`src/hw/rtl/ccic_pkg.sv`:
```
// ----------------------------------------------------------------------------
// ccic_pkg
// Shared types and constants of the complex CIC decimator.
// ----------------------------------------------------------------------------
package ccic_pkg;

  localparam int unsigned NumIntegrators = 4;
  localparam int unsigned NumCombs       = 4;
  localparam int unsigned SampleW        = 16;
  localparam int unsigned PhaseW         = 16;

  localparam logic [PhaseW-1:0] DecimationReset = PhaseW'(8);

  typedef enum logic {
    KIND_SAMPLE = 1'b0,
    KIND_CLEAR  = 1'b1
  } kind_e;

  typedef logic [SampleW-1:0] word_t;

  typedef struct packed {
    kind_e                     kind;
    logic signed [SampleW-1:0] sample_re;
    logic signed [SampleW-1:0] sample_im;
  } in_item_t;

  typedef struct packed {
    logic signed [SampleW-1:0] out_re;
    logic signed [SampleW-1:0] out_im;
  } out_item_t;

endpackage

```
`src/hw/rtl/complex_cic_decimator_core.sv`:
```
// ----------------------------------------------------------------------------
// complex_cic_decimator_core
// CIC decimator for complex Q1.15 samples with 16-bit wraparound arithmetic.
// One item is accepted per cycle whenever the output register is free or being
// drained; a sample finishes in the cycle it is accepted and its result, if
// any, is visible the next cycle. The integrator and comb cascades form one
// 16-bit add/subtract chain between the input handshake and the result
// register, which sets the clock rate. A result is produced for the first
// sample after reset or clear and then once every "decimation" samples (zero
// acts as one). A clear item zeroes integrators, comb delays and phase and
// produces no result. Write decimation only while the block is idle.
// ----------------------------------------------------------------------------
module complex_cic_decimator_core (
  input  logic                 clk_i,
  input  logic                 rst_ni,
  input  logic                 in_valid_i,
  output logic                 in_ready_o,
  input  ccic_pkg::in_item_t   in_item_i,
  output logic                 out_valid_o,
  input  logic                 out_ready_i,
  output ccic_pkg::out_item_t  out_item_o,
  input  logic                 cfg_valid_i,
  output logic                 cfg_ready_o,
  input  logic [15:0]          cfg_data_i
);

  ccic_pkg::word_t integ_re_q [ccic_pkg::NumIntegrators];
  ccic_pkg::word_t integ_im_q [ccic_pkg::NumIntegrators];
  ccic_pkg::word_t integ_re_d [ccic_pkg::NumIntegrators];
  ccic_pkg::word_t integ_im_d [ccic_pkg::NumIntegrators];
  ccic_pkg::word_t delay_re_q [ccic_pkg::NumCombs];
  ccic_pkg::word_t delay_im_q [ccic_pkg::NumCombs];
  ccic_pkg::word_t delay_re_d [ccic_pkg::NumCombs];
  ccic_pkg::word_t delay_im_d [ccic_pkg::NumCombs];

  logic [ccic_pkg::PhaseW-1:0] phase_q, phase_d;
  logic [ccic_pkg::PhaseW-1:0] decim_q;
  logic [ccic_pkg::PhaseW-1:0] ratio;
  logic [ccic_pkg::PhaseW:0]   phase_inc;

  logic                in_fire, is_clear, is_sample, emit;
  logic                out_valid_q, out_valid_d;
  ccic_pkg::out_item_t out_item_q, out_item_d;
  ccic_pkg::word_t     comb_re, comb_im;

  assign in_ready_o  = !out_valid_q || out_ready_i;
  assign in_fire     = in_valid_i && in_ready_o;
  assign is_clear    = in_item_i.kind == ccic_pkg::KIND_CLEAR;
  assign is_sample   = in_fire && !is_clear;
  assign emit        = is_sample && (phase_q == '0);
  assign cfg_ready_o = 1'b1;
  assign out_valid_o = out_valid_q;
  assign out_item_o  = out_item_q;

  assign ratio     = (decim_q == '0) ? ccic_pkg::PhaseW'(1) : decim_q;
  assign phase_inc = {1'b0, phase_q} + (ccic_pkg::PhaseW+1)'(1);

  always_comb begin
    ccic_pkg::word_t acc_re, acc_im;
    acc_re = ccic_pkg::word_t'(in_item_i.sample_re);
    acc_im = ccic_pkg::word_t'(in_item_i.sample_im);
    for (int i = 0; i < ccic_pkg::NumIntegrators; i++) begin
      acc_re        = acc_re + integ_re_q[i];
      acc_im        = acc_im + integ_im_q[i];
      integ_re_d[i] = acc_re;
      integ_im_d[i] = acc_im;
    end
    for (int i = 0; i < ccic_pkg::NumCombs; i++) begin
      delay_re_d[i] = acc_re;
      delay_im_d[i] = acc_im;
      acc_re        = acc_re - delay_re_q[i];
      acc_im        = acc_im - delay_im_q[i];
    end
    comb_re = acc_re;
    comb_im = acc_im;
  end

  always_comb begin
    phase_d = (phase_inc >= {1'b0, ratio}) ? '0 : phase_inc[ccic_pkg::PhaseW-1:0];
    out_item_d.out_re = signed'(comb_re);
    out_item_d.out_im = signed'(comb_im);
    out_valid_d = out_valid_q;
    if (out_ready_i) begin
      out_valid_d = 1'b0;
    end
    if (emit) begin
      out_valid_d = 1'b1;
    end
  end

  always_ff @(posedge clk_i or negedge rst_ni) begin
    if (!rst_ni) begin
      for (int i = 0; i < ccic_pkg::NumIntegrators; i++) begin
        integ_re_q[i] <= '0;
        integ_im_q[i] <= '0;
      end
      for (int i = 0; i < ccic_pkg::NumCombs; i++) begin
        delay_re_q[i] <= '0;
        delay_im_q[i] <= '0;
      end
      phase_q     <= '0;
      decim_q     <= ccic_pkg::DecimationReset;
      out_valid_q <= 1'b0;
    end else begin
      out_valid_q <= out_valid_d;
      if (cfg_valid_i) begin
        decim_q <= cfg_data_i;
      end
      if (in_fire && is_clear) begin
        for (int i = 0; i < ccic_pkg::NumIntegrators; i++) begin
          integ_re_q[i] <= '0;
          integ_im_q[i] <= '0;
        end
        for (int i = 0; i < ccic_pkg::NumCombs; i++) begin
          delay_re_q[i] <= '0;
          delay_im_q[i] <= '0;
        end
        phase_q <= '0;
      end else if (is_sample) begin
        integ_re_q <= integ_re_d;
        integ_im_q <= integ_im_d;
        phase_q    <= phase_d;
        if (emit) begin
          delay_re_q <= delay_re_d;
          delay_im_q <= delay_im_d;
        end
      end
    end
  end

  always_ff @(posedge clk_i) begin
    if (emit) begin
      out_item_q <= out_item_d;
    end
  end

  a_clear_zeroes_phase : assert property (@(posedge clk_i) disable iff (!rst_ni)
    in_fire && is_clear |=> phase_q == '0 && integ_re_q[0] == '0 && delay_im_q[0] == '0)
    else $error("clear item left filter state");

  a_emit_loads_result : assert property (@(posedge clk_i) disable iff (!rst_ni)
    emit |=> out_valid_o)
    else $error("phase zero sample produced no result");

  a_quiet_sample_holds : assert property (@(posedge clk_i) disable iff (!rst_ni)
    is_sample && phase_q != '0 && out_valid_o && !out_ready_i
    |=> out_valid_o && $stable(out_item_o))
    else $error("sample off phase zero disturbed the result");

  a_no_load_when_full : assert property (@(posedge clk_i) disable iff (!rst_ni)
    out_valid_o && !out_ready_i |-> !in_ready_o)
    else $error("item accepted while result register is blocked");

endmodule

```
`config.mk`:
```
export PLATFORM = sky130hd
export DESIGN_NAME = complex_cic_decimator_core
export DESIGN_NICKNAME = d
export VERILOG_FILES = /design/src/hw/rtl/ccic_pkg.sv /design/src/hw/rtl/complex_cic_decimator_core.sv
export SDC_FILE = /design/constraint.sdc
export NUM_CORES = 1
export LEC_CHECK = 0
export CELL_PAD_IN_SITES_DETAIL_PLACEMENT = 0
export CELL_PAD_IN_SITES_GLOBAL_PLACEMENT = 1
export CORE_MARGIN = 2
export CORE_UTILIZATION = 26
export CTS_BUF_LIST = sky130_fd_sc_hd__clkbuf_4 sky130_fd_sc_hd__clkbuf_8
export CTS_CLUSTER_DIAMETER = 120
export DETAILED_ROUTE_END_ITERATION = 12
export DONT_BUFFER_PORTS = 1
export GPL_TIMING_DRIVEN = 0
export PLACE_DENSITY_LB_ADDON = 0.1
export SLEW_MARGIN = 30
export SYNTH_ARGS = -nofsm -noshare
export SYNTH_HDL_FRONTEND = slang
export SYNTH_SLANG_ARGS = --single-unit
```
`constraint.sdc`:
```
create_clock -name clk_i -period 9 [get_ports clk_i]
set_input_delay 0 -clock clk_i [delete_from_list [all_inputs] [get_ports clk_i]]
set_output_delay 0 -clock clk_i [all_outputs]
set_load 0.02 [all_outputs]
```
==> out/metrics.csv <==
metric,value,unit
fin area,28000,µm²
final setup fails,0,
CP max stage delay,0.51,ns
Worst-Margin Slew,0.996,ns
YS warnings,0,
Fmax,117,MHz
number of max-cap violations,0,
Post-route DRC,0,
CP Class,reg2reg,
Worst setup EP type,register,
post-place setup slack,-0.967,ns
Final Core Density,32.8,%
outcome,"finished, final reports clean",
Final Skew,0.0457,ns
met1 Use GR,18.0,%
GR Util met2,23.2,%
Fin. Hold Viols,0,
initial antenna violation count,8,
post-route ant nets,0,
crit-path most repeated cell,ha_1,
top_reg_cell synth,dfrtp_1,
Fin Setup TNS,0,ns
vias in the first global route,18396,
cts bufs inserted,72,
sequential fraction of the synthesis area,36.6,%
Post-Syn Instances,2368,
"Max FO, Critical Path",5,
Crit path arrival time,8.95,ns
synthesis-stage register bit count,321,
fin crit period,8.54,ns
Ports,89,
Post-synth ARST share,90.0,%
gpl congestion,0.761,
FILL cells,8753,
DP HPWL,44600,µm
fin nets,2919,
first-pass GRT wire length,98300,µm
Clock Sinks,321,
Initial Util,26.3,%
GR peak layer,met2,
Mean Syn Cell Area,9.47,µm²
worst-skew pair later-pin latency,0.67,ns
area delta synth->final,24.9,%
CP endpoint,out_item_o[15],
Synth Cell Area,22400,µm²
Die Height,298,µm
Slew Limit Fails,0,
GR Overflow Total,0,
relative slew slack,33.6,%
Iteration-0 DRC Markers,573,
DR pass1 iterations,4,
H-Tree Depth,3,
register clock-pin slew on the reported worst setup and hold paths,0.06,ns
"EDFF count, synth",32,
r2r worst-path depth,39,
Root Buffer,clkbuf_8,
std cell rows,107,
Crit Reg-Reg Startpoint,integ_im_q[48],
largest net degree at the start of global routing,290,
CTS tree,done,
Synth Net Count,2704,
met3 usage,2.85,%
final WL,62000,µm
Critical Path RT,9.41,ns
Synth cell types,75,
reg2reg end,out_item_o[15],
mean routed wirelength per cell,16.4,µm
CP Launch Type,register,
hold crit path type,in2reg,
die area,88600,µm²
Horiz. Die Dim,298,µm
DP Area,23900,µm²
GRT Util Overall,13.8,%
reg2reg setup slack,0.46,ns
vias per cell,4.68,
Final WS setup,0.460,ns
clk buf depth,3,
worst setup path startpoint,integ_im_q[48],
layout cells sized above 1,15.1,%
via count,17700,
Core Area,85300,µm²
IO Port Bufs,0,
"Period Utilization, post-route",94.9,%
CP max stage cell,or4_4,
-- registers in the layout, summed over array words and instances (netlist names) --
register / flops
delay_im_q: 64
delay_re_q: 64
integ_im_q: 64
integ_re_q: 64
out_item_o: 32
decim_q: 16
phase_q: 16
out_valid_o: 1
-- critical path, delay by kind of cell (launching register included) --
| family | cells | cell delay [ns] |
|---|---|---|
| adder cells (fa/ha/maj) | 9 | 2.69 |
| AND/OR/NAND/NOR | 8 | 1.56 |
| flip-flops | 1 | 0.38 |
| AO/OA/AOI/OAI | 15 | 2.56 |
| XOR/XNOR | 7 | 1.12 |
-- metrics by stage --
step | cells | hold slack (ns)
after floorplan | 2368 | -0.296
after global placement | 3512 | -0.265
after detailed placement | 3512 | -0.261
after CTS | 3746 | 0.0191
after global routing | 3782 | 0.0561
final | 3782 | 0.0340
-- how the worst min path moves through the flow --
stage | start | end | depth (start not counted)
2_1_floorplan | rst_ni | decim_q[0] | 0
3_3_place_gp | rst_ni | integ_im_q[57] | 0
3_5_place_dp | rst_ni | integ_im_q[59] | 0
4_1_cts | in_item_i[32] | integ_im_q[31] | 4
5_1_grt | in_item_i[32] | integ_im_q[13] | 2
6_report | in_item_i[32] | integ_re_q[63] | 2
-- cell usage in the layout, fill, tap and decap left out, drive strengths merged, types with 9 or more instances in the layout --
cell type    netlist  layout
nand2b            21      21
edfxtp            32      32
dlygate4sd3        0      95
nor4              13      13
ha               266     266
o21ai            172     172
a31oi             14      14
nand3             27      27
clkbuf            60     172
and3               9       9
nand2            165     165
inv              237     241
a22o             210     210
and2              10      10
nor3              42      42
or3               14      14
a21boi            19      19
a21o              38      38
xnor2            158     158
o31ai             13      13
xor2              58      58
nand4             12      12
nor2b             33      33
dfrtp            288     288
nor2             134     134
o21bai            35      35
a21oi            142     142
buf                5      51
fa                16      16
o211ai            18      18
o21a              26      26
-- per-layer routing --
layer | vias to the layer above | wire (µm)
met5 | - | 35
met4 | 6 | 1410
met3 | 95 | 2020
met2 | 209 | 29000
met1 | 8470 | 29600
li1 | 8920 | -
-- synthesized netlist by cell type, drive strengths merged, types with 3 or more instances --
| master | n | area, µm² |
|---|---|---|
| nor4 | 13 | 87.6 |
| or4 | 5 | 37.5 |
| edfxtp | 32 | 961 |
| nor2 | 134 | 505 |
| clkbuf | 60 | 225 |
| nand2 | 165 | 619 |
| nor3 | 42 | 210 |
| o31a | 7 | 61.3 |
| a211oi | 7 | 72.6 |
| nand4 | 12 | 75.1 |
| o211ai | 18 | 135 |
| a2bb2oi | 3 | 26.3 |
| o21ai | 172 | 865 |
| fa | 16 | 320 |
| a311oi | 3 | 26.3 |
| o41ai | 4 | 35.0 |
| inv | 237 | 890 |
| dfrtp | 288 | 7210 |
| a21oi | 142 | 714 |
| or2 | 6 | 37.5 |
| a21boi | 19 | 143 |
| or3 | 14 | 87.6 |
| nor2b | 33 | 206 |
| nand2b | 21 | 131 |
| xor2 | 58 | 508 |
| o21bai | 35 | 267 |
| a31oi | 14 | 87.6 |
| nand3 | 27 | 135 |
| and2 | 10 | 62.6 |
| xnor2 | 158 | 1410 |
| o31ai | 13 | 97.6 |
| a21o | 38 | 285 |
| o2111ai | 3 | 26.3 |
| a2111oi | 3 | 26.3 |
| and3 | 9 | 56.3 |
| nand3b | 7 | 52.6 |
| ha | 266 | 3330 |
| a22o | 210 | 1840 |
| o21a | 26 | 195 |
| buf | 5 | 22.5 |
-- timing repair --
item | 4_1_cts | 5_1_grt
pin swaps | 25 | 64
buffers inserted | 15 | 28
hold buffers | 95 | 1
endpoints found under the setup margin | 6 | 8
gates resized for setup | 63 | 195
endpoints found under the hold margin | 350 | 71
-- logic make-up (layout without fill, tap and decap cells) --
group                      count (synthesis)  after routing  share of synthesized area (%)
AOI/OAI and AO/OA                        739            739                           22.8
and+or+nand+nor                          505            505                           10.6
DFF                                      321            321                           36.6
buffers and inverters                    302            567                           5.07
adders and majority gates                282            282                           16.3
xor gates and xnor gates                 217            217                           8.67
other                                      1              6                         0.0167
muxes                                      1              1                         0.0502
-- layout make-up --
| cell class | instances | area, µm² | area share, % |
|---|---|---|---|
| Tap cell | 1144 | 1430 | 5.11 |
| Multi-Input combinational cell | 1745 | 14400 | 51.4 |
| Clock buffer | 112 | 1360 | 4.86 |
| Buffer | 65 | 253 | 0.903 |
| Timing Repair Buffer | 141 | 1360 | 4.84 |
| Inverter | 237 | 890 | 3.18 |
| Clock inverter | 12 | 108 | 0.384 |
| Sequential cell | 321 | 8190 | 29.3 |
| Antenna cell | 5 | 12.5 | 0.0447 |
Power is not shown: default switching activity piles up to over one toggle a cycle in this logic, so the estimate is an artifact.
